==> src/rtl/two_channel_moving_average_assert.svh <==
// Assertion macros for the moving-average block.
// Both sample on the rising edge of clk_i and are held off while rst_ni is low.
`ifndef TWO_CHANNEL_MOVING_AVERAGE_ASSERT_SVH
`define TWO_CHANNEL_MOVING_AVERAGE_ASSERT_SVH

// The consequent must hold in the same cycle as the antecedent.
`define TCMA_ASSERT_NOW(lbl, pre, post) \
  lbl: assert property (@(posedge clk_i) disable iff (!rst_ni) (pre) |-> (post)) \
    else $error("tcma: same-cycle check failed");

// The consequent must hold in the cycle after the antecedent.
`define TCMA_ASSERT_NEXT(lbl, pre, post) \
  lbl: assert property (@(posedge clk_i) disable iff (!rst_ni) (pre) |=> (post)) \
    else $error("tcma: next-cycle check failed");

`endif

==> src/rtl/tcma_pkg.sv <==
package tcma_pkg;

  localparam int SampleW      = 16;
  localparam int SumOutW      = 23;
  localparam int AvgW         = 24;
  localparam int MTdataW      = 48;  // window_sum + average_q8, padded to whole bytes
  localparam int WindowDef    = 100;
  localparam int ChannelsDef  = 2;
  // Half range of a sample; sums are offset by WINDOW times this before division.
  localparam int SampleHalf   = 32768;
  // The offset above, scaled by 256/WINDOW, taken back out of the quotient.
  localparam int AvgBias      = 1 << 23;

  // Width of a channel index into per-channel arrays.
  function automatic int ch_idx_w(input int channels);
    return (channels > 1) ? $clog2(channels) : 1;
  endfunction

  // Width of an exact window sum for a given window length.
  function automatic int sum_w(input int window);
    return SampleW + $clog2(window);
  endfunction

endpackage

==> src/rtl/tcma_div.sv <==
module tcma_div #(
  parameter int WINDOW = tcma_pkg::WindowDef
) (
  input  logic                                       clk_i,
  input  logic                                       rst_ni,
  input  logic                                       in_valid_i,
  output logic                                       in_ready_o,
  input  logic                                       in_ch_i,
  input  logic signed [tcma_pkg::sum_w(WINDOW)-1:0]  in_sum_i,
  output logic                                       out_valid_o,
  input  logic                                       out_ready_i,
  output logic                                       out_ch_o,
  output logic [tcma_pkg::SumOutW-1:0]               out_sum_o,
  output logic [tcma_pkg::AvgW-1:0]                  out_avg_o
);
  import tcma_pkg::*;

  localparam int SUM_W = sum_w(WINDOW);
  localparam int K     = SUM_W + 8;
  localparam int M_W   = K - $clog2(WINDOW) + 1;
  localparam logic [M_W-1:0]   RECIP = M_W'((64'd1 << K) / WINDOW);
  localparam logic [SUM_W-1:0] BIAS  = SUM_W'(WINDOW * SampleHalf);

  // Stage B: offset sum
  logic                    b_valid_q, b_ch_q;
  logic signed [SUM_W-1:0] b_sum_q;
  logic [SUM_W-1:0]        b_u_q;
  // Stage C: estimated quotient
  logic                    c_valid_q, c_ch_q;
  logic signed [SUM_W-1:0] c_sum_q;
  logic [SUM_W-1:0]        c_u_q;
  logic [M_W-1:0]          c_q0_q;
  // Stage D: back-multiplied estimate
  logic                    d_valid_q, d_ch_q;
  logic signed [SUM_W-1:0] d_sum_q;
  logic [SUM_W-1:0]        d_u_q;
  logic [M_W-1:0]          d_q0_q;
  logic [K-1:0]            d_p_q;
  // Stage E: output register
  logic                    e_valid_q, e_ch_q;
  logic [SumOutW-1:0]      e_sum_q;
  logic [AvgW-1:0]         e_avg_q;

  logic b_rdy, c_rdy, d_rdy, e_rdy;
  logic [SUM_W+M_W-1:0]    prod;
  logic [K-1:0]            rem;
  logic [M_W-1:0]          quot;

  assign e_rdy      = !e_valid_q || out_ready_i;
  assign d_rdy      = !d_valid_q || e_rdy;
  assign c_rdy      = !c_valid_q || d_rdy;
  assign b_rdy      = !b_valid_q || c_rdy;
  assign in_ready_o = b_rdy;

  assign prod = (SUM_W+M_W)'(b_u_q) * (SUM_W+M_W)'(RECIP);
  // Estimate is exact or one low; one compare settles it.
  assign rem  = {d_u_q, 8'd0} - d_p_q;
  assign quot = d_q0_q + M_W'(32'(rem) >= WINDOW);

  always_ff @(posedge clk_i) begin
    if (b_rdy) begin
      b_ch_q  <= in_ch_i;
      b_sum_q <= in_sum_i;
      b_u_q   <= SUM_W'($unsigned(in_sum_i) + BIAS);
    end
    if (c_rdy) begin
      c_ch_q  <= b_ch_q;
      c_sum_q <= b_sum_q;
      c_u_q   <= b_u_q;
      c_q0_q  <= prod[SUM_W +: M_W];
    end
    if (d_rdy) begin
      d_ch_q  <= c_ch_q;
      d_sum_q <= c_sum_q;
      d_u_q   <= c_u_q;
      d_q0_q  <= c_q0_q;
      d_p_q   <= K'(64'(c_q0_q) * 64'(WINDOW));
    end
    if (e_rdy) begin
      e_ch_q  <= d_ch_q;
      e_sum_q <= SumOutW'(d_sum_q);
      e_avg_q <= AvgW'(quot - M_W'(AvgBias));
    end
  end

  always_ff @(posedge clk_i or negedge rst_ni) begin
    if (!rst_ni) begin
      b_valid_q <= 1'b0;
      c_valid_q <= 1'b0;
      d_valid_q <= 1'b0;
      e_valid_q <= 1'b0;
    end else begin
      if (b_rdy) b_valid_q <= in_valid_i;
      if (c_rdy) c_valid_q <= b_valid_q;
      if (d_rdy) d_valid_q <= c_valid_q;
      if (e_rdy) e_valid_q <= d_valid_q;
    end
  end

  assign out_valid_o = e_valid_q;
  assign out_ch_o    = e_ch_q;
  assign out_sum_o   = e_sum_q;
  assign out_avg_o   = e_avg_q;

endmodule

==> config.mk <==
export PLATFORM = sky130hd
export DESIGN_NAME = tcma_div
export DESIGN_NICKNAME = d
export VERILOG_FILES = /design/src/rtl/two_channel_moving_average_assert.svh /design/src/rtl/tcma_pkg.sv /design/src/rtl/tcma_div.sv
export SDC_FILE = /design/constraint.sdc
export NUM_CORES = 1
export LEC_CHECK = 0
export ABC_AREA = 1
export BUFFER_PORTS_ARGS = -buffer_cell sky130_fd_sc_hd__buf_4
export CORE_MARGIN = 3
export CORE_UTILIZATION = 35
export DETAILED_ROUTE_END_ITERATION = 8
export GPL_TIMING_DRIVEN = 0
export PLACE_DENSITY = 0.6
export REMOVE_ABC_BUFFERS = 1
export SYNTH_ARGS = -nofsm -noshare
export SYNTH_HDL_FRONTEND = slang
export SYNTH_SLANG_ARGS = --single-unit
export TNS_END_PERCENT = 50
==> constraint.sdc <==
create_clock -name clk_i -period 6.34 [get_ports clk_i]
set_clock_uncertainty 0.1 [all_clocks]
set_input_delay 1.268 -clock clk_i [delete_from_list [all_inputs] [get_ports clk_i]]
set_output_delay 1.268 -clock clk_i [all_outputs]
set_load 0.05 [all_outputs]
# [After elaboration in Yosys (flattened, before gate mapping)]
# Cells that the tools add are included.
[word_totals] register_bits=271 latchBits=0 ram_bits=0 rom_bits=0 in_bits=28 word_cells=34 n_memories=0
[classes] n_addsub=4 n_mul=2 n_div=0 order_cmp=1 n_eq_ne=0 shifts=0 muxes=0 bitwise=0 n_reduce_logical=8
[op_table] cell="$mul A23 B23 Y46 const B" n=1
[op_table] cell="$ge A31 B7 Y1 const B" n=1
[op_table] cell="$sub A31 B31 Y31" n=1
[op_table] cell="$mul A25 B5 Y29 const B" n=1
[op_table] cell="$add A24 B1 Y24" n=1
[op_table] cell="$sub A24 B24 Y24 const B" n=1
[op_table] cell="$add A23 B22 Y23 const B" n=1
[op_table] cell="$logic_not A1 Y1" n=4
[op_table] cell="$logic_or A1 B1 Y1" n=4

# [Logic depth before layout (Yosys ltp)]
[logic_depth] word_depth=5 depth_mapped=29 mapped_depth_nobuf=29

# [Worst setup path after synthesis]
# OpenSTA, ideal clock, no wires.
[synth_timing] path_kind="input port to output port" from="input port out_ready_i" to="output port in_ready_o" t_arrival_ns=5.222 required_time_ns=4.972 slack_ns=-0.250 cell_stages=6 cell_sequence="nor2_1 > inv_1 > nor2_1 > inv_1 > nor2_1 > nand2_1"
[synth_via] elab_chain_cells=4
[synth_rtl] item="start: declaration" line="tcma_div.sv:11" text="input logic out_ready_i,"
[synth_rtl] item="$logic_or A1 B1 Y1" line="tcma_div.sv:49" text="assign e_rdy = !e_valid_q || out_ready_i;"
[synth_rtl] item="via e_rdy" line="tcma_div.sv:44" text="logic b_rdy, c_rdy, d_rdy, e_rdy;"
[synth_rtl] item="$logic_or A1 B1 Y1" line="tcma_div.sv:50" text="assign d_rdy = !d_valid_q || e_rdy;"
[synth_rtl] item="via d_rdy" line="tcma_div.sv:44"
[synth_rtl] item="$logic_or A1 B1 Y1" line="tcma_div.sv:51" text="assign c_rdy = !c_valid_q || d_rdy;"
[synth_rtl] item="$logic_or A1 B1 Y1" line="tcma_div.sv:52" text="assign b_rdy = !b_valid_q || c_rdy;"
[synth_rtl] item="end: declaration" line="tcma_div.sv:7" text="output logic in_ready_o,"
# The timed path passes the listed nets, and every way through them passes these cells.

==> metrics <==
FP Rows 91; # clock sinks 217; Die H 259 um; starting DRC count in detailed routing 866; asr flop ratio synth 1.84%; wire length per cell 17.0 um; final period utilization 97.5%; relative slew slack 60.3%; DRC errors left 0; CP required 6500 ps; PortBufs 77; worst-skew pair later-pin latency 520 ps; clock buffer count from CTS 22; largest net degree at the start of global routing 68; FF+latch area 6500 um2; critical path, cell by cell buf_4, ha_1, inv_1, fa_1, inv_1, fa_1, fa_1, fa_1, fa_1, inv_1, fa_1, inv_1, ha_1, nand2_1, a21oi_1, nor2_1, o21ai_0, a21oi_2, o21ai_4, nand2_1, nand2_1, xor2_2; post-place setup slack -565 ps; Hold Path Class reg -> reg; Pre-Repair DR Iteration Count 5; post-route setup TNS 0 ps; vias per cell 4.71; critical path type reg -> reg; clk slew on worst S/H paths 60 ps; crit start category register; Hold Crit Depth 0; fmax 162 MHz; RePlAce Congestion 0.922; YS warnings 0; CP max-delay cell fa_1; GRT Util Overall 17.7%; EDFF count, synth 213; chip width 259 um; remaining global-route overflow 0; synth unique cells 37; R2R depth 22; status complete, no violations; cell mode on critical path fa_1; CP endpoint kind register; fillers 6182; full die area 66900 um2; H-tree lvl count 1; Arrival @ worst endpoint 6340 ps; leading register cell type out of synthesis edfxtp_1; initial antenna violation count 1; Clock Path Buffers 3; fin nets 3191; Multi-input gate area 13500 um2; Crit Path Max Fanout 4; hpwl dp 47.3 mm; first-pass GRT wire length 92.4 mm; vias in the first global route 17100; Area Growth Syn to Fin 14.9%; Mapped Area 22300 um2; final worst slack 157 ps; Fin Hold WS 317 ps; #FFs+latches synth 217; Ports 78; sequential area share after synthesis 29.1%; Slew @ Worst Pin 594 ps; Syn Area/Cell 9.24 um2; TritonCTS clock tree built; starting density of the core 35.8%; layout cell share with drive strength beyond 1 9.28%; Gate Count Post-Synth 2415; CP peak stage delay 570 ps; Vias 16200; max-cap viol count 0; utilization after layout 41.1%; final critical-path required period 6180 ps; post-route ant nets 0; RSZ-0062 raised after global routing true; final hold violations 0; routed wire length 58.5 mm; max-slew violation count 0; Root Driver clkbuf_16; Core Area 62400 um2; setup violators final 0
metal layers:
layer	vias to the layer above	GRT usage, %	routed length (um)	share of wire [%]
met5	-	0	0	0
met4	0	4.15	1370	2.3
met3	78	1.49	2330	4.0
met2	319	32.3	29400	50
met1	7860	22.9	25400	43
li1	7965	-	-	-
final timing paths:
kind	slack, ps	from	to
max reg2reg	160	b_sum_q[6]$_DFFE_PP_	c_q0_q[14]$_DFFE_PP_
max in group asynchronous	5620	rst_ni	d_valid_q$_DFFE_PN0P_
min reg2reg	320	c_u_q[19]$_DFFE_PP_	d_u_q[19]$_DFFE_PP_
min	320	c_u_q[19]$_DFFE_PP_	d_u_q[19]$_DFFE_PP_
min in group asynchronous	430	rst_ni	out_valid_o$_DFFE_PN0P_
max	160	b_sum_q[6]$_DFFE_PP_	c_q0_q[14]$_DFFE_PP_
cells in the final DEF (no fill, tap or decap), drive strengths merged:
cell	synthesis	layout
o21ai	50	50
or2	1	1
clkinv	0	4
ha	362	362
edfxtp	213	213
a221oi	2	2
clkinvlp	0	2
nand2	372	372
nand4	24	24
clkbuf	1	26
buf	0	156
nand3b	4	4
a21oi	93	93
nor4	3	3
nor3	21	21
diode	0	1
or3b	1	1
a21boi	3	3
o21bai	14	14
nor2	167	167
a211oi	3	3
fa	207	207
or4	1	1
o211ai	3	3
and2	4	4
a21o	13	13
o21a	4	4
xor2	51	51
nand3	93	93
and3	4	4
xnor2	25	25
a31oi	8	8
dfrtp	4	4
bufinv	0	3
inv	664	668
cells by family (layout without fill, tap and decap cells):
| logic type | after synthesis | after routing | share of synthesized area, % |
|---|---|---|---|
| flops | 217 | 217 | 29.1 |
| xor+xnor | 76 | 76 | 2.98 |
| simple gates | 695 | 695 | 13.0 |
| fa+ha+maj | 569 | 569 | 38.8 |
| compound gates | 193 | 193 | 4.85 |
| other cells | 0 | 1 | 0 |
| buf+inv | 665 | 859 | 11.2 |
area by class of cell:
class,count,area share [%]
Clock inverter,13,0.629
Multi-Input combinational cell,1533,52.8
Timing Repair Buffer,156,5.13
Inverter,664,9.73
Sequential cell,217,25.3
Clock buffer,26,2.29
Tap cell,837,4.08
Antenna cell,1,0.00976
Yosys cell counts (13+ instances only):
cell type  instances  share of area (%)
inv_1            663                 11
nand2_1          369                6.2
ha_1             362                 20
edfxtp_1         213                 29
fa_1             207                 19
nor2_1           164                2.8
a21oi_1           93                2.1
nand3_1           91                2.0
xor2_1            51                2.0
o21ai_0           50                1.1
xnor2_1           25               0.98
nand4_1           24               0.67
nor3_1            20               0.45
o21bai_1          14               0.47
a21o_1            13               0.44
timing repair:
action	CTS	global route
resized for setup	3	45
pin swaps	0	2
setup buffers	60	15
endpoints found under the setup margin	24	24
hold buffers	0	0
critical path: cells and delay by family (launching register included):
| family | cells | cell delay, ps |
|---|---|---|
| XOR/XNOR | 1 | 170 |
| flip-flops | 1 | 550 |
| adder cells (fa/ha/maj) | 8 | 3680 |
| AND/OR/NAND/NOR | 4 | 450 |
| buffers and inverters | 5 | 440 |
| AO/OA/AOI/OAI | 4 | 540 |
stage by stage:
stage,cells,cell area (um2)
3_3_place_gp,3328,23900
6_report,3447,25600
5_1_grt,3446,25600
4_1_cts,3430,25300
2_1_floorplan,2414,22300
3_5_place_dp,3331,24000
state kept, by name, indices dropped and copies added (netlist names), 23 cells and up:
register and count:
d_p_q 26, c_q0_q 25, c_sum_q 23, out_avg_o 24, d_sum_q 23, d_q0_q 24, b_sum_q 23, out_sum_o 23
Power is not shown: default switching activity piles up to over one toggle a cycle in this logic, so the estimate is an artifact.
